==> config.mk <==
export PLATFORM = sky130hd
export DESIGN_NAME = lspce_front
export DESIGN_NICKNAME = d
export VERILOG_FILES = /design/src/rtl/lspce_pkg.sv /design/src/rtl/lspce_front.sv
export SDC_FILE = /design/constraint.sdc
export NUM_CORES = 1
export LEC_CHECK = 0
export BUFFER_PORTS_ARGS = -buffer_cell sky130_fd_sc_hd__buf_2
export CORE_UTILIZATION = 51
export CTS_CLUSTER_SIZE = 30
export DETAILED_ROUTE_END_ITERATION = 10
export MAX_ROUTING_LAYER = met4
export PLACE_DENSITY = 0.79
export SKIP_LAST_GASP = 1
export SLEW_MARGIN = 25
export SYNTH_ARGS = -nofsm -noshare
export SYNTH_HDL_FRONTEND = slang
export SYNTH_SLANG_ARGS = --single-unit
==> constraint.sdc <==
create_clock -name clock -period 126.2 [get_ports clock]
set_input_delay 25.24 -clock clock [delete_from_list [all_inputs] [get_ports clock]]
set_output_delay 25.24 -clock clock [all_outputs]
set_load 0.01 [all_outputs]
==> src/rtl/lspce_pkg.sv <==
// Shared types, constants and arithmetic steps of the LS pilot channel estimator.
package lspce_pkg;

   localparam int PILOT_SLOTS_DEF = 128;

   localparam int CSR_IDX_W  = 3;
   localparam int CSR_DATA_W = 12;
   localparam int SPACING_W  = 6;
   localparam int START_W    = 11;
   localparam int LENGTH_W   = 12;
   localparam int INDEX_W    = 11;
   localparam int VALUE_W    = 16;
   localparam int SLOT_OUT_W = 7;
   localparam int EST_W      = 32;
   localparam int FE_REM_W   = SPACING_W + 1;
   localparam int FE_SLOT_W  = INDEX_W + 1;

   localparam int FE_DIV_STEPS  = INDEX_W;
   localparam int EST_DIV_STEPS = 33;
   localparam int MAG_DIV_STEPS = 64;
   localparam int SQRT_STEPS    = 32;
   localparam int BACK_STAGES   = MAG_DIV_STEPS + SQRT_STEPS;

   localparam int MID_DEPTH = 4;
   localparam int RSP_DEPTH = 2;

   localparam logic [SPACING_W-1:0] SPACING_RST = 6'd6;
   localparam logic [START_W-1:0]   A_START_RST = 11'd0;
   localparam logic [SPACING_W-1:0] A_PHASE_RST = 6'd3;
   localparam logic [START_W-1:0]   B_START_RST = 11'd1200;
   localparam logic [SPACING_W-1:0] B_PHASE_RST = 6'd0;
   localparam logic [LENGTH_W-1:0]  LENGTH_RST  = 12'd300;

   typedef enum logic [CSR_IDX_W-1:0] {
      CSR_PILOT_SPACING  = 3'd0,
      CSR_REGION_A_START = 3'd1,
      CSR_REGION_A_PHASE = 3'd2,
      CSR_REGION_B_START = 3'd3,
      CSR_REGION_B_PHASE = 3'd4,
      CSR_REGION_LENGTH  = 3'd5
   } csr_index_type;

   typedef enum logic {
      OP_LOAD   = 1'b0,
      OP_SAMPLE = 1'b1
   } op_type;

   typedef struct packed {
      op_type               op;
      logic [INDEX_W-1:0]   addr;
      logic [VALUE_W-1:0]   re;
      logic [VALUE_W-1:0]   im;
   } mid_entry_type;

   typedef struct packed {
      logic          push;
      mid_entry_type entry;
   } mid_push_type;

   typedef struct packed {
      logic [SLOT_OUT_W-1:0] pilot_slot;
      logic [EST_W-1:0]      est_re;
      logic [EST_W-1:0]      est_im;
      logic [EST_W-1:0]      est_magnitude;
      logic                  zero_pilot;
   } rsp_entry_type;

   typedef struct packed {
      logic          push;
      rsp_entry_type entry;
   } rsp_push_type;

   typedef struct packed {
      logic                clearing;
   } back_status_type;

   typedef struct packed {
      logic                valid;
      op_type              op;
      logic [INDEX_W-1:0]  index;
      logic [VALUE_W-1:0]  re;
      logic [VALUE_W-1:0]  im;
      logic                in_a;
      logic                in_b;
      logic [INDEX_W-1:0]  dvd_a;
      logic [INDEX_W-1:0]  dvd_b;
      logic [FE_REM_W-1:0] rem_i;
      logic [FE_REM_W-1:0] rem_a;
      logic [FE_REM_W-1:0] rem_b;
      logic [INDEX_W-1:0]  q_a;
      logic [INDEX_W-1:0]  q_b;
   } fe_stage_type;

   typedef struct packed {
      logic                  valid;
      logic [SLOT_OUT_W-1:0] slot;
      logic                  zero;
      logic                  neg_re;
      logic                  neg_im;
      logic                  ovf_re;
      logic                  ovf_im;
      logic [31:0]           den;
      logic [47:0]           a_re;
      logic [47:0]           a_im;
      logic [32:0]           rem_re;
      logic [32:0]           q_re;
      logic [32:0]           rem_im;
      logic [32:0]           q_im;
      logic [31:0]           ymag2;
      logic [32:0]           rem_m;
      logic [63:0]           q_m;
      logic [63:0]           sq_v;
      logic [63:0]           sq_res;
   } back_stage_type;

   function automatic logic [FE_REM_W:0] fe_div_step(
      input logic [FE_REM_W-1:0]  rem,
      input logic                 b,
      input logic [SPACING_W-1:0] sp
   );
      logic [FE_REM_W-1:0] t;
      t = {rem[FE_REM_W-2:0], b};
      if (t >= {1'b0, sp}) begin
         return {t - {1'b0, sp}, 1'b1};
      end
      return {t, 1'b0};
   endfunction

   function automatic logic [33:0] div_step(
      input logic [32:0] rem,
      input logic        b,
      input logic [31:0] den
   );
      logic [32:0] t;
      t = {rem[31:0], b};
      if (t >= {1'b0, den}) begin
         return {t - {1'b0, den}, 1'b1};
      end
      return {t, 1'b0};
   endfunction

   function automatic back_stage_type back_div_stage(input back_stage_type p, input int j);
      back_stage_type r;
      logic [33:0]    s;
      logic           b;
      r = p;
      b = (j < 32) ? p.ymag2[31-j] : 1'b0;
      s = div_step(p.rem_m, b, p.den);
      r.rem_m = s[33:1];
      r.q_m = {p.q_m[62:0], s[0]};
      if (j < EST_DIV_STEPS) begin
         s = div_step(p.rem_re, p.a_re[32-j], p.den);
         r.rem_re = s[33:1];
         r.q_re = {p.q_re[31:0], s[0]};
         s = div_step(p.rem_im, p.a_im[32-j], p.den);
         r.rem_im = s[33:1];
         r.q_im = {p.q_im[31:0], s[0]};
      end
      if (j == MAG_DIV_STEPS - 1) begin
         r.sq_v = {p.q_m[62:0], s[0]};
         r.sq_res = '0;
      end
      return r;
   endfunction

   function automatic back_stage_type back_sqrt_stage(input back_stage_type p, input int j);
      back_stage_type r;
      logic [63:0]    bit_v;
      logic [63:0]    trial;
      r = p;
      bit_v = 64'd1 << (62 - 2 * j);
      trial = p.sq_res + bit_v;
      if (p.sq_v >= trial) begin
         r.sq_v = p.sq_v - trial;
         r.sq_res = (p.sq_res >> 1) + bit_v;
      end else begin
         r.sq_res = p.sq_res >> 1;
      end
      return r;
   endfunction

endpackage

==> src/rtl/lspce_front.sv <==
// Front end: configuration registers, pilot position classification and slot numbering.
module lspce_front #(
   parameter int PILOT_SLOTS = lspce_pkg::PILOT_SLOTS_DEF
) (
   input  logic                                clock,
   input  logic                                reset,
   input  logic                                csr_write_en,
   input  logic [lspce_pkg::CSR_IDX_W-1:0]     csr_index,
   input  logic [lspce_pkg::CSR_DATA_W-1:0]    csr_wdata,
   input  logic                                req_push,
   output logic                                req_full,
   input  logic                                req_mode,
   input  logic [lspce_pkg::INDEX_W-1:0]       req_index,
   input  logic signed [lspce_pkg::VALUE_W-1:0] req_value_re,
   input  logic signed [lspce_pkg::VALUE_W-1:0] req_value_im,
   input  lspce_pkg::back_status_type          back_status,
   input  logic                                mid_full,
   output lspce_pkg::mid_push_type             mid_push
);

   localparam int STEPS = lspce_pkg::FE_DIV_STEPS;
   localparam int IW    = lspce_pkg::INDEX_W;

   logic [lspce_pkg::SPACING_W-1:0] spacing_ff;
   logic [lspce_pkg::START_W-1:0]   a_start_ff;
   logic [lspce_pkg::SPACING_W-1:0] a_phase_ff;
   logic [lspce_pkg::START_W-1:0]   b_start_ff;
   logic [lspce_pkg::SPACING_W-1:0] b_phase_ff;
   logic [lspce_pkg::LENGTH_W-1:0]  length_ff;

   lspce_pkg::fe_stage_type fe_ff [STEPS+1];
   lspce_pkg::fe_stage_type fe_in [STEPS+1];
   lspce_pkg::mid_push_type cls_ff, cls_in;
   lspce_pkg::fe_stage_type last;

   logic                           front_adv;
   logic                           accept;
   logic                           pilot_a;
   logic                           pilot_b;
   logic                           keep;
   logic [lspce_pkg::FE_SLOT_W-1:0] slot;

   assign front_adv = !(cls_ff.push && mid_full);
   assign req_full  = !front_adv || back_status.clearing;
   assign accept    = req_push && !req_full;

   assign mid_push.push  = front_adv && cls_ff.push;
   assign mid_push.entry = cls_ff.entry;

   always_ff @(posedge clock) begin
      if (reset) begin
         spacing_ff <= lspce_pkg::SPACING_RST;
         a_start_ff <= lspce_pkg::A_START_RST;
         a_phase_ff <= lspce_pkg::A_PHASE_RST;
         b_start_ff <= lspce_pkg::B_START_RST;
         b_phase_ff <= lspce_pkg::B_PHASE_RST;
         length_ff  <= lspce_pkg::LENGTH_RST;
      end else if (csr_write_en) begin
         unique case (csr_index)
            lspce_pkg::CSR_PILOT_SPACING:  spacing_ff <= csr_wdata[lspce_pkg::SPACING_W-1:0];
            lspce_pkg::CSR_REGION_A_START: a_start_ff <= csr_wdata[lspce_pkg::START_W-1:0];
            lspce_pkg::CSR_REGION_A_PHASE: a_phase_ff <= csr_wdata[lspce_pkg::SPACING_W-1:0];
            lspce_pkg::CSR_REGION_B_START: b_start_ff <= csr_wdata[lspce_pkg::START_W-1:0];
            lspce_pkg::CSR_REGION_B_PHASE: b_phase_ff <= csr_wdata[lspce_pkg::SPACING_W-1:0];
            lspce_pkg::CSR_REGION_LENGTH:  length_ff  <= csr_wdata[lspce_pkg::LENGTH_W-1:0];
            default: ;
         endcase
      end
   end

   always_comb begin
      fe_in[0]       = fe_ff[0];
      fe_in[0].valid = accept;
      fe_in[0].op    = lspce_pkg::op_type'(req_mode);
      fe_in[0].index = req_index;
      fe_in[0].re    = req_value_re;
      fe_in[0].im    = req_value_im;
      fe_in[0].dvd_a = req_index - a_start_ff;
      fe_in[0].dvd_b = req_index - b_start_ff;
      fe_in[0].in_a  = (req_index >= a_start_ff) &&
                       ({1'b0, req_index - a_start_ff} < length_ff);
      fe_in[0].in_b  = (req_index >= b_start_ff) &&
                       ({1'b0, req_index - b_start_ff} < length_ff);
      fe_in[0].rem_i = '0;
      fe_in[0].rem_a = '0;
      fe_in[0].rem_b = '0;
      fe_in[0].q_a   = '0;
      fe_in[0].q_b   = '0;
   end

   for (genvar s = 1; s <= STEPS; s++) begin : g_div
      logic [lspce_pkg::FE_REM_W:0] st_i;
      logic [lspce_pkg::FE_REM_W:0] st_a;
      logic [lspce_pkg::FE_REM_W:0] st_b;
      always_comb begin
         st_i = lspce_pkg::fe_div_step(fe_ff[s-1].rem_i, fe_ff[s-1].index[IW-s], spacing_ff);
         st_a = lspce_pkg::fe_div_step(fe_ff[s-1].rem_a, fe_ff[s-1].dvd_a[IW-s], spacing_ff);
         st_b = lspce_pkg::fe_div_step(fe_ff[s-1].rem_b, fe_ff[s-1].dvd_b[IW-s], spacing_ff);
         fe_in[s]       = fe_ff[s-1];
         fe_in[s].rem_i = st_i[lspce_pkg::FE_REM_W:1];
         fe_in[s].rem_a = st_a[lspce_pkg::FE_REM_W:1];
         fe_in[s].rem_b = st_b[lspce_pkg::FE_REM_W:1];
         fe_in[s].q_a   = {fe_ff[s-1].q_a[IW-2:0], st_a[0]};
         fe_in[s].q_b   = {fe_ff[s-1].q_b[IW-2:0], st_b[0]};
      end
   end

   always_comb begin
      last    = fe_ff[STEPS];
      pilot_a = (spacing_ff != '0) && last.in_a && (last.rem_i == {1'b0, a_phase_ff});
      pilot_b = (spacing_ff != '0) && last.in_b && (last.rem_i == {1'b0, b_phase_ff});
      slot    = pilot_a ? {last.q_a, 1'b0} : {last.q_b, 1'b1};
      cls_in.entry.op = last.op;
      cls_in.entry.re = last.re;
      cls_in.entry.im = last.im;
      if (last.op == lspce_pkg::OP_LOAD) begin
         keep              = last.index < IW'(PILOT_SLOTS);
         cls_in.entry.addr = last.index;
      end else begin
         keep              = (pilot_a || pilot_b) &&
                             (slot < lspce_pkg::FE_SLOT_W'(PILOT_SLOTS));
         cls_in.entry.addr = slot[IW-1:0];
      end
      cls_in.push = last.valid && keep;
   end

   always_ff @(posedge clock) begin
      if (reset) begin
         for (int i = 0; i <= STEPS; i++) begin
            fe_ff[i].valid <= 1'b0;
         end
         cls_ff.push <= 1'b0;
      end else if (front_adv) begin
         fe_ff  <= fe_in;
         cls_ff <= cls_in;
      end
   end

endmodule

==> qor.csv <==
metric,value,unit
initial_core_util,0.515,
dr.first_iter.drc_count,1379,
fillerInstances,6327,
die_h,298,um
globalRouteOverflowTotal,0,
core.rowCount,108,
setup_total_negative_slack,0,ns
crit_type,input pin to output pin,
fin_skew,0.0178,ns
synth_top_cells_by_area,"edfxtp_1 70%, ha_1 6.4%, dfxtp_1 2.9%",
pre_cts_ws,75.06,ns
max_cap_viol_count,0,
path_clk_slew,0.06,ns
die_area,89000,um2
cellLeakagePower,18.1,nW
synthCells,2820,
layout.cells.non_filler,4238,
grt_start_max_net_pins,218,
placed_cells_incl_taps,4040,
placed_cell_area,46600,um2
dominantRegCellSynth,edfxtp_1,
post-synth-top-area-fraction,0.702,
timing.critical_path.fanout_max,13,
post-route-drc-count,0,
slew_violations,0,
synthDominantAreaCellType,edfxtp_1,
synth.net_count,3143,
postCtsResizedCells,0,
cts_inserted_buffers,105,
vias_in_the_first_global_route,22600,
grt_setup_unrepaired,no,
cts_tree,done,
number_of_flops_mapped_to_enable_cells_by_yosys,1047,
place_congestion,0.866,
detail_route.wl_per_cell,17.4,um
synth_xor_xnor_area_share,0.0213,
synth_seq_area_share,0.731,
final_antenna_net_count,0,
cts_setup_buffers,0,
num-nets-final,3316,
synth_top_family_by_area,adder cells,
fin_crit_sh,0.405,
ys_async_sr_fraction,0,
synthesis.yosys.warnings,0,
insertion_delay,0.67,ns
routed_via_count,22300,
postSynthRegisterBits,1112,
endpoints_failing_hold,0,
drt_wl_total,73.6,mm
cts_max_path_buffers,3,
area_delta_synth_final,11.5,%
post_cts_hold_buffer_count,0,
compound_cell_area_share_of_the_yosys_netlist,0.0428,
grt.total_usage,0.172,
antenna_cells_inserted,0,
tritoncts_num_sinks,1112,
floorplan.core_area,86900,um2
syn-cell-area,44800,um2
worst_setup_path_end_kind,output pin,
tightestPinTransition,1.00,ns
period_needed,51.16,ns
synthMuxAreaShare,0.0395,
post_synth.cell_area_avg,15.9,um2
worst-endpoint-required,100.96,ns
final.setup.worst_slack,75.04,ns
setup_violations,0,
maxClockFrequency,0.0195,GHz
worst_min_delay_path_category,flip-flop to flip-flop,
die-width,298,um
headroom_to_the_max_slew_limit,0.331,
detailedPlacementHpwl,44.4,mm
detail_route.first_pass.iterations,6,
run_status,finished clean,
cts_root_buffer,clkbuf_16,
worst_setup_path_start_kind,input pin,
synth_cell_type_count,54,
via_per_inst,5.27,
postLayoutCellArea,49900,um2
grt_pass1_wl,117,mm
synth_simple_gate_area_frac,0.0631,
critPathArrivalTime,25.92,ns
synth_area_in_adders,0.0771,
design.portCount,111,
max-vdd-ir-drop,11.9,uV
clock_tree.htree_level_count,3,
antenna_violations_before_repair,0,
port_buffers,110,
power_density,17.8,nW/um2
drive_above_1_share,0.127,
where the power goes:
| group | internal, mW | switching (mW) |
|---|---|---|
| logic | 0.0557 | 0.0661 |
| registers | 0.449 | 0.0141 |
| clock network | 0.173 | 0.131 |
| total | 0.678 | 0.211 |
layout by cell type, fill, tap and decap left out, drive strengths merged, types with 70 or more instances in the layout:
| cell type | count |
|---|---|
| edfxtp | 1047 |
| ha | 228 |
| nor2 | 206 |
| inv | 193 |
| nand2 | 160 |
| clkbuf | 143 |
| buf | 132 |
| o21ai | 124 |
| a21oi | 117 |
| xnor2 | 99 |
| mux2 | 85 |
| mux2i | 81 |
| nor2b | 70 |
logic make-up (layout without fill, tap and decap cells):
logic type / count (synthesis) / after routing
AO/OA/AOI/OAI: 329 / 329
XOR/XNOR: 109 / 109
adder cells (fa/ha/maj): 258 / 258
buffers and inverters: 254 / 517
flip-flops: 1112 / 1112
multiplexers: 166 / 166
AND/OR/NAND/NOR: 592 / 592
cells in the mapped netlist, types with 7 or more instances:
library cell,count
nor2_1,188
inv_1,188
nand2b_1,13
o21ai_0,123
o21a_1,33
xor2_1,10
nor2_2,18
clkbuf_1,20
nor3_1,38
a21oi_1,117
nand3b_1,9
buf_4,45
ha_1,228
edfxtp_1,1047
xnor2_1,99
nand4_1,35
fa_1,30
a211o_1,7
nand2_1,160
nor4_1,31
mux2_2,85
dfxtp_1,65
mux2i_1,81
nor2b_1,70
a21o_1,14
path summary, 6_finish.rpt:
path	from	to	slack (ns)	depth (start not counted)
max	mid_full	req_full	75.04	4
min	fe_ff[832]$_DFFE_PP_	fe_ff[720]$_DFFE_PP_	0.41	0
max reg2reg	cls_ff[44]$_SDFFE_PP0N_	fe_ff[203]$_DFFE_PP_	120.87	8
min reg2reg	fe_ff[832]$_DFFE_PP_	fe_ff[720]$_DFFE_PP_	0.41	0
metrics by stage:
| stage | hold slack (ns) | utilization | total power [mW] |
|---|---|---|---|
| after CTS | 0.414 | 0.574 | 0.897 |
| final | 0.411 | 0.575 | 0.890 |
| after detailed placement | 0.405 | 0.536 | 0.590 |
| after floorplan | 0.400 | - | 0.585 |
| after global routing | 0.417 | 0.575 | 0.928 |
| after global placement | 0.400 | 0.536 | 0.584 |
layer usage:
layer	GRT usage	vias to the layer above	share of wire
li1	-	10800	-
met1	0.210	10900	0.42
met2	0.295	473	0.51
met3	0.0279	143	0.045
met4	0.0520	0	0.023
met5	-	-	0
worst max-delay path, stage by stage:
cell      delay, ns
buf_2          0.11
nand2_1        0.33
nand2b_1       0.09
buf_2          0.15
registers in the layout, summed over array words and instances, names as in the netlist:
signal	flops
fe_ff	982
a_phase_ff	6
a_start_ff	11
b_phase_ff	6
spacing_ff	6
mid_push	44
b_start_ff	11
cls_ff	1
cls_in	33
length_ff	12
final cells by class:
type	instances	area, um2	share of cell area
Clock buffer	143	2850	0.0571
Multi-Input combinational cell	1454	10900	0.219
Sequential cell	1112	32700	0.656
Timing Repair Buffer	132	763	0.0153
Tap cell	1155	1450	0.0289
Clock inverter	54	498	0.00997
Inverter	188	706	0.0141
Power figures use the tool's default switching activity.
