===== src/rtl/lspce_pkg.sv =====
// Shared types, constants and arithmetic steps of the LS pilot channel estimator.
package lspce_pkg;

   localparam int PILOT_SLOTS_DEF = 128;

   localparam int CSR_IDX_W  = 3;
   localparam int CSR_DATA_W = 12;
   localparam int SPACING_W  = 6;
   localparam int START_W    = 11;
   localparam int LENGTH_W   = 12;
   localparam int INDEX_W    = 11;
   localparam int VALUE_W    = 16;
   localparam int SLOT_OUT_W = 7;
   localparam int EST_W      = 32;
   localparam int FE_REM_W   = SPACING_W + 1;
   localparam int FE_SLOT_W  = INDEX_W + 1;

   localparam int FE_DIV_STEPS  = INDEX_W;
   localparam int EST_DIV_STEPS = 33;
   localparam int MAG_DIV_STEPS = 64;
   localparam int SQRT_STEPS    = 32;
   localparam int BACK_STAGES   = MAG_DIV_STEPS + SQRT_STEPS;

   localparam int MID_DEPTH = 4;
   localparam int RSP_DEPTH = 2;

   localparam logic [SPACING_W-1:0] SPACING_RST = 6'd6;
   localparam logic [START_W-1:0]   A_START_RST = 11'd0;
   localparam logic [SPACING_W-1:0] A_PHASE_RST = 6'd3;
   localparam logic [START_W-1:0]   B_START_RST = 11'd1200;
   localparam logic [SPACING_W-1:0] B_PHASE_RST = 6'd0;
   localparam logic [LENGTH_W-1:0]  LENGTH_RST  = 12'd300;

   typedef enum logic [CSR_IDX_W-1:0] {
      CSR_PILOT_SPACING  = 3'd0,
      CSR_REGION_A_START = 3'd1,
      CSR_REGION_A_PHASE = 3'd2,
      CSR_REGION_B_START = 3'd3,
      CSR_REGION_B_PHASE = 3'd4,
      CSR_REGION_LENGTH  = 3'd5
   } csr_index_type;

   typedef enum logic {
      OP_LOAD   = 1'b0,
      OP_SAMPLE = 1'b1
   } op_type;

   typedef struct packed {
      op_type               op;
      logic [INDEX_W-1:0]   addr;
      logic [VALUE_W-1:0]   re;
      logic [VALUE_W-1:0]   im;
   } mid_entry_type;

   typedef struct packed {
      logic          push;
      mid_entry_type entry;
   } mid_push_type;

   typedef struct packed {
      logic [SLOT_OUT_W-1:0] pilot_slot;
      logic [EST_W-1:0]      est_re;
      logic [EST_W-1:0]      est_im;
      logic [EST_W-1:0]      est_magnitude;
      logic                  zero_pilot;
   } rsp_entry_type;

   typedef struct packed {
      logic          push;
      rsp_entry_type entry;
   } rsp_push_type;

   typedef struct packed {
      logic                clearing;
   } back_status_type;

   typedef struct packed {
      logic                valid;
      op_type              op;
      logic [INDEX_W-1:0]  index;
      logic [VALUE_W-1:0]  re;
      logic [VALUE_W-1:0]  im;
      logic                in_a;
      logic                in_b;
      logic [INDEX_W-1:0]  dvd_a;
      logic [INDEX_W-1:0]  dvd_b;
      logic [FE_REM_W-1:0] rem_i;
      logic [FE_REM_W-1:0] rem_a;
      logic [FE_REM_W-1:0] rem_b;
      logic [INDEX_W-1:0]  q_a;
      logic [INDEX_W-1:0]  q_b;
   } fe_stage_type;

   typedef struct packed {
      logic                  valid;
      logic [SLOT_OUT_W-1:0] slot;
      logic                  zero;
      logic                  neg_re;
      logic                  neg_im;
      logic                  ovf_re;
      logic                  ovf_im;
      logic [31:0]           den;
      logic [47:0]           a_re;
      logic [47:0]           a_im;
      logic [32:0]           rem_re;
      logic [32:0]           q_re;
      logic [32:0]           rem_im;
      logic [32:0]           q_im;
      logic [31:0]           ymag2;
      logic [32:0]           rem_m;
      logic [63:0]           q_m;
      logic [63:0]           sq_v;
      logic [63:0]           sq_res;
   } back_stage_type;

   function automatic logic [FE_REM_W:0] fe_div_step(
      input logic [FE_REM_W-1:0]  rem,
      input logic                 b,
      input logic [SPACING_W-1:0] sp
   );
      logic [FE_REM_W-1:0] t;
      t = {rem[FE_REM_W-2:0], b};
      if (t >= {1'b0, sp}) begin
         return {t - {1'b0, sp}, 1'b1};
      end
      return {t, 1'b0};
   endfunction

   function automatic logic [33:0] div_step(
      input logic [32:0] rem,
      input logic        b,
      input logic [31:0] den
   );
      logic [32:0] t;
      t = {rem[31:0], b};
      if (t >= {1'b0, den}) begin
         return {t - {1'b0, den}, 1'b1};
      end
      return {t, 1'b0};
   endfunction

   function automatic back_stage_type back_div_stage(input back_stage_type p, input int j);
      back_stage_type r;
      logic [33:0]    s;
      logic           b;
      r = p;
      b = (j < 32) ? p.ymag2[31-j] : 1'b0;
      s = div_step(p.rem_m, b, p.den);
      r.rem_m = s[33:1];
      r.q_m = {p.q_m[62:0], s[0]};
      if (j < EST_DIV_STEPS) begin
         s = div_step(p.rem_re, p.a_re[32-j], p.den);
         r.rem_re = s[33:1];
         r.q_re = {p.q_re[31:0], s[0]};
         s = div_step(p.rem_im, p.a_im[32-j], p.den);
         r.rem_im = s[33:1];
         r.q_im = {p.q_im[31:0], s[0]};
      end
      if (j == MAG_DIV_STEPS - 1) begin
         r.sq_v = {p.q_m[62:0], s[0]};
         r.sq_res = '0;
      end
      return r;
   endfunction

   function automatic back_stage_type back_sqrt_stage(input back_stage_type p, input int j);
      back_stage_type r;
      logic [63:0]    bit_v;
      logic [63:0]    trial;
      r = p;
      bit_v = 64'd1 << (62 - 2 * j);
      trial = p.sq_res + bit_v;
      if (p.sq_v >= trial) begin
         r.sq_v = p.sq_v - trial;
         r.sq_res = (p.sq_res >> 1) + bit_v;
      end else begin
         r.sq_res = p.sq_res >> 1;
      end
      return r;
   endfunction

endpackage


===== src/rtl/lspce_queue.sv =====
// Small first-in first-out queue of fixed-width transactions.
module lspce_queue #(
   parameter int WIDTH = 8,
   parameter int DEPTH = lspce_pkg::MID_DEPTH
) (
   input  logic             clock,
   input  logic             reset,
   input  logic             push,
   input  logic [WIDTH-1:0] push_data,
   output logic             full,
   input  logic             pop,
   output logic [WIDTH-1:0] pop_data,
   output logic             empty
);

   localparam int PTR_W = $clog2(DEPTH);

   logic [WIDTH-1:0] mem_ff [DEPTH];
   logic [PTR_W-1:0] wr_ptr_ff, wr_ptr_in;
   logic [PTR_W-1:0] rd_ptr_ff, rd_ptr_in;
   logic [PTR_W:0]   count_ff, count_in;
   logic             do_push;
   logic             do_pop;

   assign full     = (count_ff == (PTR_W + 1)'(DEPTH));
   assign empty    = (count_ff == '0);
   assign do_push  = push && !full;
   assign do_pop   = pop && !empty;
   assign pop_data = mem_ff[rd_ptr_ff];

   always_comb begin
      wr_ptr_in = do_push ? ((wr_ptr_ff == PTR_W'(DEPTH - 1)) ? '0 : wr_ptr_ff + 1'b1)
                          : wr_ptr_ff;
      rd_ptr_in = do_pop ? ((rd_ptr_ff == PTR_W'(DEPTH - 1)) ? '0 : rd_ptr_ff + 1'b1)
                         : rd_ptr_ff;
      count_in  = count_ff + (PTR_W + 1)'(do_push) - (PTR_W + 1)'(do_pop);
   end

   always_ff @(posedge clock) begin
      if (reset) begin
         wr_ptr_ff <= '0;
         rd_ptr_ff <= '0;
         count_ff  <= '0;
      end else begin
         wr_ptr_ff <= wr_ptr_in;
         rd_ptr_ff <= rd_ptr_in;
         count_ff  <= count_in;
      end
   end

   always_ff @(posedge clock) begin
      if (do_push) begin
         mem_ff[wr_ptr_ff] <= push_data;
      end
   end

endmodule


===== config.mk =====
export PLATFORM = sky130hd
export DESIGN_NAME = lspce_queue
export DESIGN_NICKNAME = d
export VERILOG_FILES = /design/src/rtl/lspce_pkg.sv /design/src/rtl/lspce_queue.sv
export SDC_FILE = /design/constraint.sdc
export NUM_CORES = 1
export LEC_CHECK = 0
export ABC_CLOCK_PERIOD_IN_PS = 4180
export BUFFER_PORTS_ARGS = -buffer_cell sky130_fd_sc_hd__buf_4
export CAP_MARGIN = 20
export CORE_MARGIN = 1
export CORE_UTILIZATION = 35
export CTS_BUF_LIST = sky130_fd_sc_hd__clkbuf_4 sky130_fd_sc_hd__clkbuf_8
export DETAILED_ROUTE_END_ITERATION = 6
export MAX_ROUTING_LAYER = met4
export SLEW_MARGIN = 20
export SYNTH_ARGS = -nofsm -noshare
export SYNTH_HDL_FRONTEND = slang
export SYNTH_SLANG_ARGS = --single-unit

===== constraint.sdc =====
create_clock -name clock -period 4.18 [get_ports clock]
set_input_delay 0.627 -clock clock [delete_from_list [all_inputs] [get_ports clock]]
set_output_delay 0.627 -clock clock [all_outputs]
set_load 0.01 [all_outputs]

==> results of run 1 <==
metal layers:
metal	up-vias	routed length, um	track usage
met5	-	0	-
met4	0	46	0.06000
met3	5	166	0.05051
met2	24	1207	0.1693
met1	391	1074	0.1377
li1	392	-	-
flip-flops by register name, summed over array words and instances, names as in the netlist, named ones only:
name,flops
rd_ptr_ff,2
wr_ptr_ff,2
count_ff,3
mem_ff,32
final timing paths:
path	startpoint	endpoint	slack (ns)	cells past startpoint
setup reg to reg	count_ff[2]	count_ff[2]	1.83	10
setup / recovery	count_ff[2]	count_ff[2]	1.83	10
hold reg to reg	rd_ptr_ff[0]	register	0.52	2
hold / removal	rd_ptr_ff[0]	register	0.52	2
placed cells by master, fill, tap and decap left out:
cell type                  count
sky130_fd_sc_hd__inv_1         8
sky130_fd_sc_hd__and3_1        3
sky130_fd_sc_hd__o31ai_2       1
sky130_fd_sc_hd__a21o_1        1
sky130_fd_sc_hd__clkbuf_4      1
sky130_fd_sc_hd__a21oi_1       2
sky130_fd_sc_hd__o31ai_1       1
sky130_fd_sc_hd__ha_1          7
sky130_fd_sc_hd__buf_4        21
sky130_fd_sc_hd__clkinv_2      2
sky130_fd_sc_hd__mux4_2        8
sky130_fd_sc_hd__edfxtp_1     32
sky130_fd_sc_hd__or3b_1        1
sky130_fd_sc_hd__nor3_1        2
sky130_fd_sc_hd__nor2b_1       2
sky130_fd_sc_hd__and3_2        1
sky130_fd_sc_hd__dfxtp_1       9
sky130_fd_sc_hd__xnor2_1       2
sky130_fd_sc_hd__clkbuf_8      5
sky130_fd_sc_hd__nand2_1       1
sky130_fd_sc_hd__nand3_1       2
sky130_fd_sc_hd__mux2i_1       1
sky130_fd_sc_hd__or3_1         1
sky130_fd_sc_hd__nor2_1        2
sky130_fd_sc_hd__fa_1          1
sky130_fd_sc_hd__and2_4        1
kinds of logic (layout without fill, tap and decap cells):
group                      after synthesis  after routing  share of synthesized area
DFF                                     41             41                     0.6967
and+or+nand+nor                         16             16                    0.05730
buffers and inverters                   11             37                    0.03055
muxes                                    9              9                     0.1161
adders and majority gates                8              8                    0.06570
AOI/OAI and AO/OA                        5              5                    0.02292
xor gates and xnor gates                 2              2                    0.01070
per-stage QoR:
| stage | setup WS [ns] | instances | power, mW |
|---|---|---|---|
| after global placement | 1.885 | 162 | 0.8152 |
| after detailed placement | 1.840 | 162 | 0.8233 |
| after CTS | 1.775 | 170 | 1.071 |
| final | 1.834 | 170 | 1.057 |
| after global routing | 1.634 | 170 | 1.117 |
| after floorplan | 1.994 | 92 | 0.7229 |
layout make-up:
cell class / instances / area, um2
fill: 392 / 2487
sequential: 41 / 1141
multi-input combinational: 40 / 446.7
timing repair buffer: 21 / 157.7
clock buffer: 6 / 76.32
tap: 52 / 65.06
inverter: 8 / 30.03
clock inverter: 2 / 10.01
report_power, final:
part / total, mW / switching (mW) / internal (mW)
Clock: 0.250 / 0.128 / 0.122
Combinational: 0.267 / 0.116 / 0.151
Sequential: 0.540 / 0.0435 / 0.497
Total: 1.06 / 0.287 / 0.770
worst register-to-register path, delay by kind of cell (launching register included):
family                   cells  cell delay (ns)
AND/OR/NAND/NOR              3             0.77
buffers and inverters        2             0.09
XOR/XNOR                     2             0.33
adder cells (fa/ha/maj)      3             0.68
flip-flops                   1             0.39
==> results.cfg, run 1 <==
[worst_setup_path]
startpoint_type = register
cp.buffers_inverters = 2
critical_path_fanouts_max = 9
timing.critical_path.cells = or3b_1 > and2_4 > inv_1 > ha_1 > inv_1 > ha_1 > fa_1 > xnor2_1 > xnor2_1 > nor2_1
path_class = register to register
worst_path_dominant_cell_family = simple AND/OR/NAND/NOR gates
cp.required_ns = 4.37
critical_path.max_stage_delay_ns = 0.50
critical-path-slowest-cell = sky130_fd_sc_hd__or3b_1
cp_capture_type = register
critical_path_arrival_ns = 2.53

[cts]
post_cts.resized_instances = 0
tritoncts.num_buffers = 5
cts.clk_slew.worst_paths_ns = 0.07
worst_skew_pair.late_latency_ns = 0.29
cts.root.buffer_cell = sky130_fd_sc_hd__clkbuf_8
h-tree-depth = 2
cts.path.max_buffers = 2
post-cts-setup-buffers = 0
cts_tree = yes
ctsHoldBuffers = 0
numClockSinks = 41

[yosys]
cell_type_with_the_highest_aggregate_area_in_the_netlist = sky130_fd_sc_hd__edfxtp_1
synth_area_per_cell_um2 = 17.80
synth_enable_flop_cells = 32
synth_async_sr_flop_share = 0
syn_inst = 92
synthDominantCellAreaShare = 0.5867
synth-seq-area-share = 0.6967
cell_area_after_synthesis_um2 = 1638
ys_seq_elements = 41
synth.most_common_cell = sky130_fd_sc_hd__edfxtp_1
dominantRegCellSynth = sky130_fd_sc_hd__edfxtp_1
synthesis_warnings = 0
syn_nets = 112
yosys-top-cells-count = 32 x sky130_fd_sc_hd__edfxtp_1, 9 x sky130_fd_sc_hd__dfxtp_1, 8 x sky130_fd_sc_hd__inv_1, 8 x sky130_fd_sc_hd__mux4_2, 7 x sky130_fd_sc_hd__ha_1
netlist_top_cells_area = sky130_fd_sc_hd__edfxtp_1 59%, sky130_fd_sc_hd__dfxtp_1 11%, sky130_fd_sc_hd__mux4_2 11%, sky130_fd_sc_hd__ha_1 5.3%, sky130_fd_sc_hd__inv_1 1.8%
count_of_cell_types_in_the_netlist = 25

[power_and_ir_drop]
cellPowerDensity_nw_per_um2 = 548.8
leakagePower_nw = 0.7283
power.ir.vdd_worst_mv = 0.2528

[die]
fp.dieArea_um2 = 4957
die_width_um = 70.41
design.core.area_um2 = 4414
placement_rows = 24
chipHeight_um = 70.41
floorplan.io_pins = 22
start_util = 0.3710

[final_layout]
layout.core_utilization = 0.4365
design_area_um2 = 1927
finish.net_count = 137
num_antenna_cells = 0
drive_gt1_frac = 0.3390
area_growth_syn_to_layout_pct = 17.65

[routing]
drtPass1Iterations = 4
routed_wire_per_std_cell_um = 14.67
drt.antenna.violating_nets = 0
drt_wl_total_um = 2494
drc_errors = 0
drt-vias-per-instance = 4.776
detail_route.iter0.violations = 36
dr_total_vias = 812

[timing]
timing.slew.headroom = 0.6347
finalHoldViolations = 0
timing.final.setup_violations = 0
post-route-min-period_ns = 2.346
setup_tns_ns = 0
period_share = 0.5612
grt_setup_unrepaired = false
maximum_clock_rate_mhz = 426.3
holdWs_ns = 0.5189
drv_slew = 0
final.setup_skew_ns = 0.009064
worst_slew_pin_slew_ns = 0.5471

[worst_hold_path]
hold_path_class = register to register

[global_routing]
grt_pass1_wl_um = 4022
grt_use_total = 0.1168
first_global_vias = 818
overflow = 0
maximum_number_of_pins_on_one_net_before_global_route_repair = 13
grt_antenna_before_repair = 0

[outcome]
outcome = completed

[placement]
placed_cell_area_um2 = 1841
gpl_wtd_cong = 0.7049
io_buffers = 21

[job]
max_cap_violations = 0
No activity file was read; power rests on OpenSTA's default activity.
==> inputs of run 2 (changes only) <==
Settings changed: ABC_CLOCK_PERIOD_IN_PS 4180 to 2300.
Clock period 4.18 ns to 2.3 ns, I/O delays scaled along.
==> run 2 against run 1 <==
- count of clock-buffer cells in the layout down 1
- combinational power up 110%
- via count up 2.5%
- global-route usage up 1.1 points
- setup slack worse by 1.8 ns
- critical path depth unchanged
- sequential power up 77%
- sequential cell count unchanged
- die area unchanged
- largest power group unchanged
==> results.cfg, run 2 (synthesis gave the netlist of run 1 again) <==
[cts]
worst_skew_pair.late_latency_ns = 0.30
h-tree-depth = 2
numClockSinks = 41
post-cts-setup-buffers = 0
cts.root.buffer_cell = sky130_fd_sc_hd__clkbuf_8
cts_tree = yes
post_cts.resized_instances = 0
cts.path.max_buffers = 2
tritoncts.num_buffers = 5
cts.clk_slew.worst_paths_ns = 0.08
ctsHoldBuffers = 0

[die]
fp.dieArea_um2 = 4957
start_util = 0.3710
placement_rows = 24
chipHeight_um = 70.41
floorplan.io_pins = 22
die_width_um = 70.41
design.core.area_um2 = 4414

[timing]
timing.slew.headroom = 0.7072
period_share = 0.9654
setup_tns_ns = 0
post-route-min-period_ns = 2.220
timing.final.setup_violations = 0
finalHoldViolations = 0
holdWs_ns = 0.2405
final.setup_skew_ns = 0.009228
drv_slew = 0
maximum_clock_rate_mhz = 450.4
worst_slew_pin_slew_ns = 0.4393
grt_setup_unrepaired = false

[global_routing]
overflow = 0
grt_use_total = 0.1276
grt_pass1_wl_um = 4374
first_global_vias = 900
grt_antenna_before_repair = 0
maximum_number_of_pins_on_one_net_before_global_route_repair = 14

[routing]
routed-wl-met2_um = 1311
route.layer.met1.wl_um = 1165
drt_wl_total_um = 2676
drc_errors = 0
drtPass1Iterations = 3
dr.max_layer_used = met4
detail_route.iter0.violations = 62
dr_total_vias = 832
drt.antenna.violating_nets = 0
routed_wire_per_std_cell_um = 15.47
drt-vias-per-instance = 4.809
met3RoutedLength_um = 115

[worst_setup_path]
cp.buffers_inverters = 2
path_class = register to register
critical_path_arrival_ns = 2.42
critical_path_fanouts_max = 4
timing.critical_path.cells = or3b_4 > and2_4 > inv_1 > ha_1 > inv_1 > ha_1 > fa_1 > xnor2_1 > xnor2_1 > nor2_1
startpoint_type = register
cp_capture_type = register
worst_path_dominant_cell_family = adder cells
critical_path.max_stage_delay_ns = 0.39
critical-path-slowest-cell = sky130_fd_sc_hd__or3b_4
cp.required_ns = 2.50
setup.reg_to_reg.worst_slack_ns = 0.08

[power_and_ir_drop]
power.internal_mw = 1.530
cellPowerDensity_nw_per_um2 = 1057
leakagePower_nw = 0.7481
clock_power_share = 0.277
p_switching_mw = 0.5611
power.sequential.fraction = 0.458
power.combinational.fraction = 0.265
switching_share = 0.2683
power.ir.vdd_worst_mv = 0.6380

[final_layout]
drive_gt1_frac = 0.3719
filler_cell_count = 389
multiInputGateArea_um2 = 449.2
finish.net_count = 140
ff_latch_area_um2 = 1144
most-common-layout-cells = 32 x sky130_fd_sc_hd__edfxtp_1, 24 x sky130_fd_sc_hd__buf_4, 8 x sky130_fd_sc_hd__inv_1, 8 x sky130_fd_sc_hd__mux4_2
largest_register_ff_count = 32
mostFrequentLayoutCell = sky130_fd_sc_hd__edfxtp_1
top_register = mem_ff
num_antenna_cells = 0
design_area_um2 = 1978
largestRegisters = mem_ff (32), count_ff (3)
area_growth_syn_to_layout_pct = 20.78

[job]
max_cap_violations = 0

[outcome]
outcome = completed

[worst_hold_path]
hold_path_class = primary input to register

[placement]
gpl_wtd_cong = 0.6829
dp_hpwl_um = 1854
placed_cell_area_um2 = 1863
io_buffers = 21
run 2: cell types whose count changed in the layout (fill, tap and decap cells not counted), sizes merged:
cell and delta:
clkinv -1, buf +3, bufinv +1, clkbuf -1, clkinvlp +1
run 2: worst paths after layout:
path | from | to | cells past startpoint
worst min register to register | rd_ptr_ff[0] | register | 2
worst min-delay path | push_data[2] | mem_ff[0][2] | 1
worst max-delay path | count_ff[2] | count_ff[2] | 10
worst max register to register | count_ff[2] | count_ff[2] | 10
run 2: power by group through the flow:
stage / Combinational, mW / Clock, mW / Sequential (mW)
6_report: 0.554 / 0.579 / 0.958
5_1_grt: 0.606 / 0.624 / 0.969
4_1_cts: 0.561 / 0.588 / 0.957
3_5_place_dp: 0.558 / 0 / 0.974
3_3_place_gp: 0.538 / 0 / 0.966
2_1_floorplan: 0.362 / 0 / 0.951
run 2: final cells by class:
cell class / count / area share
Timing Repair Buffer: 24 / 0.09108
Tap cell: 52 / 0.03289
Sequential cell: 41 / 0.5781
Inverter: 8 / 0.01518
Clock buffer: 5 / 0.03479
Multi-Input combinational cell: 40 / 0.2271
Clock inverter: 3 / 0.02087
run 2: per-layer routing:
metal,vias to the layer above,GRT usage
li1,403,-
met1,401,0.1423
met2,20,0.1968
met3,8,0.03752
met4,0,0.08667
met5,-,-
run 2: metrics by stage:
step                instances  setup slack (ns)  utilization  total power [mW]
floorplan                  92            0.1144            -             1.314
global placement          165            0.1885       0.4221             1.503
detailed placement        165           0.07906       0.4221             1.532
CTS                       173           0.05743       0.4470             2.106
global route              173          0.007922       0.4481             2.198
finish                    173           0.07963       0.4481             2.091
==> inputs of run 3 (changes only) <==
Settings changed: ABC_CLOCK_PERIOD_IN_PS 2300 to 2400.
Clock period 2.3 ns to 2.4 ns, I/O delays scaled along.
==> run 3 against run 2 <==
- routed wire length grew 0.64%
- clock skew down 0.0040 ns
- combinational power decreased by 11%
- highest routed layer unchanged
- hold slack gained 0.035 ns
- sequential cell count did not move
- non-clock buffer count decreased by 1
- critical path depth stayed put
- final cell count down 0.58%
- first-iteration DRC count shrank 13%
==> results.cfg, run 3 (synthesis gave the netlist of run 1 again) <==
[cts]
post_cts.resized_instances = 0
post-cts-setup-buffers = 0
worst_skew_pair.late_latency_ns = 0.29
numClockSinks = 41
cts_tree = yes
tritoncts.num_buffers = 5
cts.clk_slew.worst_paths_ns = 0.08
cts.path.max_buffers = 2
h-tree-depth = 2
cts.root.buffer_cell = sky130_fd_sc_hd__clkbuf_8
ctsHoldBuffers = 0

[job]
max_cap_violations = 0

[routing]
dr_total_vias = 845
drt.antenna.violating_nets = 0
routed_wire_per_std_cell_um = 15.66
drc_errors = 0
drt_wl_total_um = 2693
drtPass1Iterations = 4
detail_route.iter0.violations = 54
drt-vias-per-instance = 4.913

[die]
placement_rows = 24
fp.dieArea_um2 = 4957
start_util = 0.3710
die_width_um = 70.41
chipHeight_um = 70.41
floorplan.io_pins = 22
design.core.area_um2 = 4414

[final_layout]
filler_cell_count = 404
mostFrequentLayoutCell = sky130_fd_sc_hd__edfxtp_1
finish.net_count = 139
largest_register_ff_count = 32
area_growth_syn_to_layout_pct = 19.25
drive_gt1_frac = 0.3500
top_register = mem_ff
largestRegisters = mem_ff (32), count_ff (3)
multiInputGateArea_um2 = 446.7
most-common-layout-cells = 32 x sky130_fd_sc_hd__edfxtp_1, 23 x sky130_fd_sc_hd__buf_4, 9 x sky130_fd_sc_hd__dfxtp_1
layout.core_utilization = 0.4425
ff_latch_area_um2 = 1141
design_area_um2 = 1953
num_antenna_cells = 0

[timing]
maximum_clock_rate_mhz = 439.8
period_share = 0.9475
timing.final.setup_violations = 0
final.setup_skew_ns = 0.005216
worst_slew_pin_slew_ns = 0.5541
worst_slack_ns = 0.1261
setup_tns_ns = 0
drv_slew = 0
finalHoldViolations = 0
grt_setup_unrepaired = false
timing.slew.headroom = 0.6301
post-route-min-period_ns = 2.274

[placement]
dp_hpwl_um = 1891
place_worst_setup_slack_ns = 0.1405
placed_cell_area_um2 = 1856
gpl_wtd_cong = 0.6803
io_buffers = 21

[worst_hold_path]
hold_path_class = primary input to register

[power_and_ir_drop]
power.ir.vdd_worst_mv = 0.4907
cellPowerDensity_nw_per_um2 = 978.3
leakagePower_nw = 0.7411

[global_routing]
grt_use_total = 0.1276
grt_pass1_wl_um = 4485
overflow = 0
first_global_vias = 940
grt_antenna_before_repair = 0
maximum_number_of_pins_on_one_net_before_global_route_repair = 13

[worst_setup_path]
cp_capture_type = register
cp.required_ns = 2.58
startpoint_type = register
critical_path_arrival_ns = 2.46
critical_path_fanouts_max = 4
path_class = register to register

[outcome]
outcome = completed
run 3: area by class of cell:
class | count | area share
Clock buffer | 8 | 0.04997
Inverter | 8 | 0.01537
Multi-Input combinational cell | 40 | 0.2287
Sequential cell | 41 | 0.5842
Tap cell | 52 | 0.03331
Timing Repair Buffer | 23 | 0.08841
run 3: per-stage QoR:
step | power, mW | instances | hold WS [ns]
3_5_place_dp | 1.463 | 164 | 0.5106
3_3_place_gp | 1.432 | 164 | 0.4715
6_report | 1.911 | 172 | 0.2750
4_1_cts | 1.940 | 172 | 0.2685
5_1_grt | 2.022 | 172 | 0.2650
2_1_floorplan | 1.259 | 92 | 0.4291
run 3: critical path, cell delays in order (launching register included):
cell and delay, ns:
sky130_fd_sc_hd__dfxtp_1 0.39, sky130_fd_sc_hd__or3b_1 0.39, sky130_fd_sc_hd__and2_4 0.18, sky130_fd_sc_hd__inv_1 0.06, sky130_fd_sc_hd__ha_1 0.13, sky130_fd_sc_hd__inv_1 0.05, sky130_fd_sc_hd__ha_1 0.20, sky130_fd_sc_hd__fa_1 0.38
sky130_fd_sc_hd__xnor2_1 0.20, sky130_fd_sc_hd__xnor2_1 0.15, sky130_fd_sc_hd__nor2_1 0.05
run 3: power breakdown:
group	switching, mW	internal [mW]
sequential	0.0747	0.866
combinational	0.215	0.280
clock	0.219	0.257
run 3: final timing paths:
path           startpoint      endpoint  slack (ns)  depth (start not counted)
max reg2reg   count_ff[2]   count_ff[2]        0.13                         10
min reg2reg  rd_ptr_ff[0]  rd_ptr_ff[0]        0.52                          2
min          push_data[4]  mem_ff[1][4]        0.28                          1
max           count_ff[2]   count_ff[2]        0.13                         10
run 3: metal layers:
metal	up-vias	GRT usage	part of all wire
met4	0	0.06667	0.019
met1	415	0.1300	0.40
met2	23	0.2201	0.53
met3	7	0.03752	0.054
met5	-	-	0
li1	400	-	-
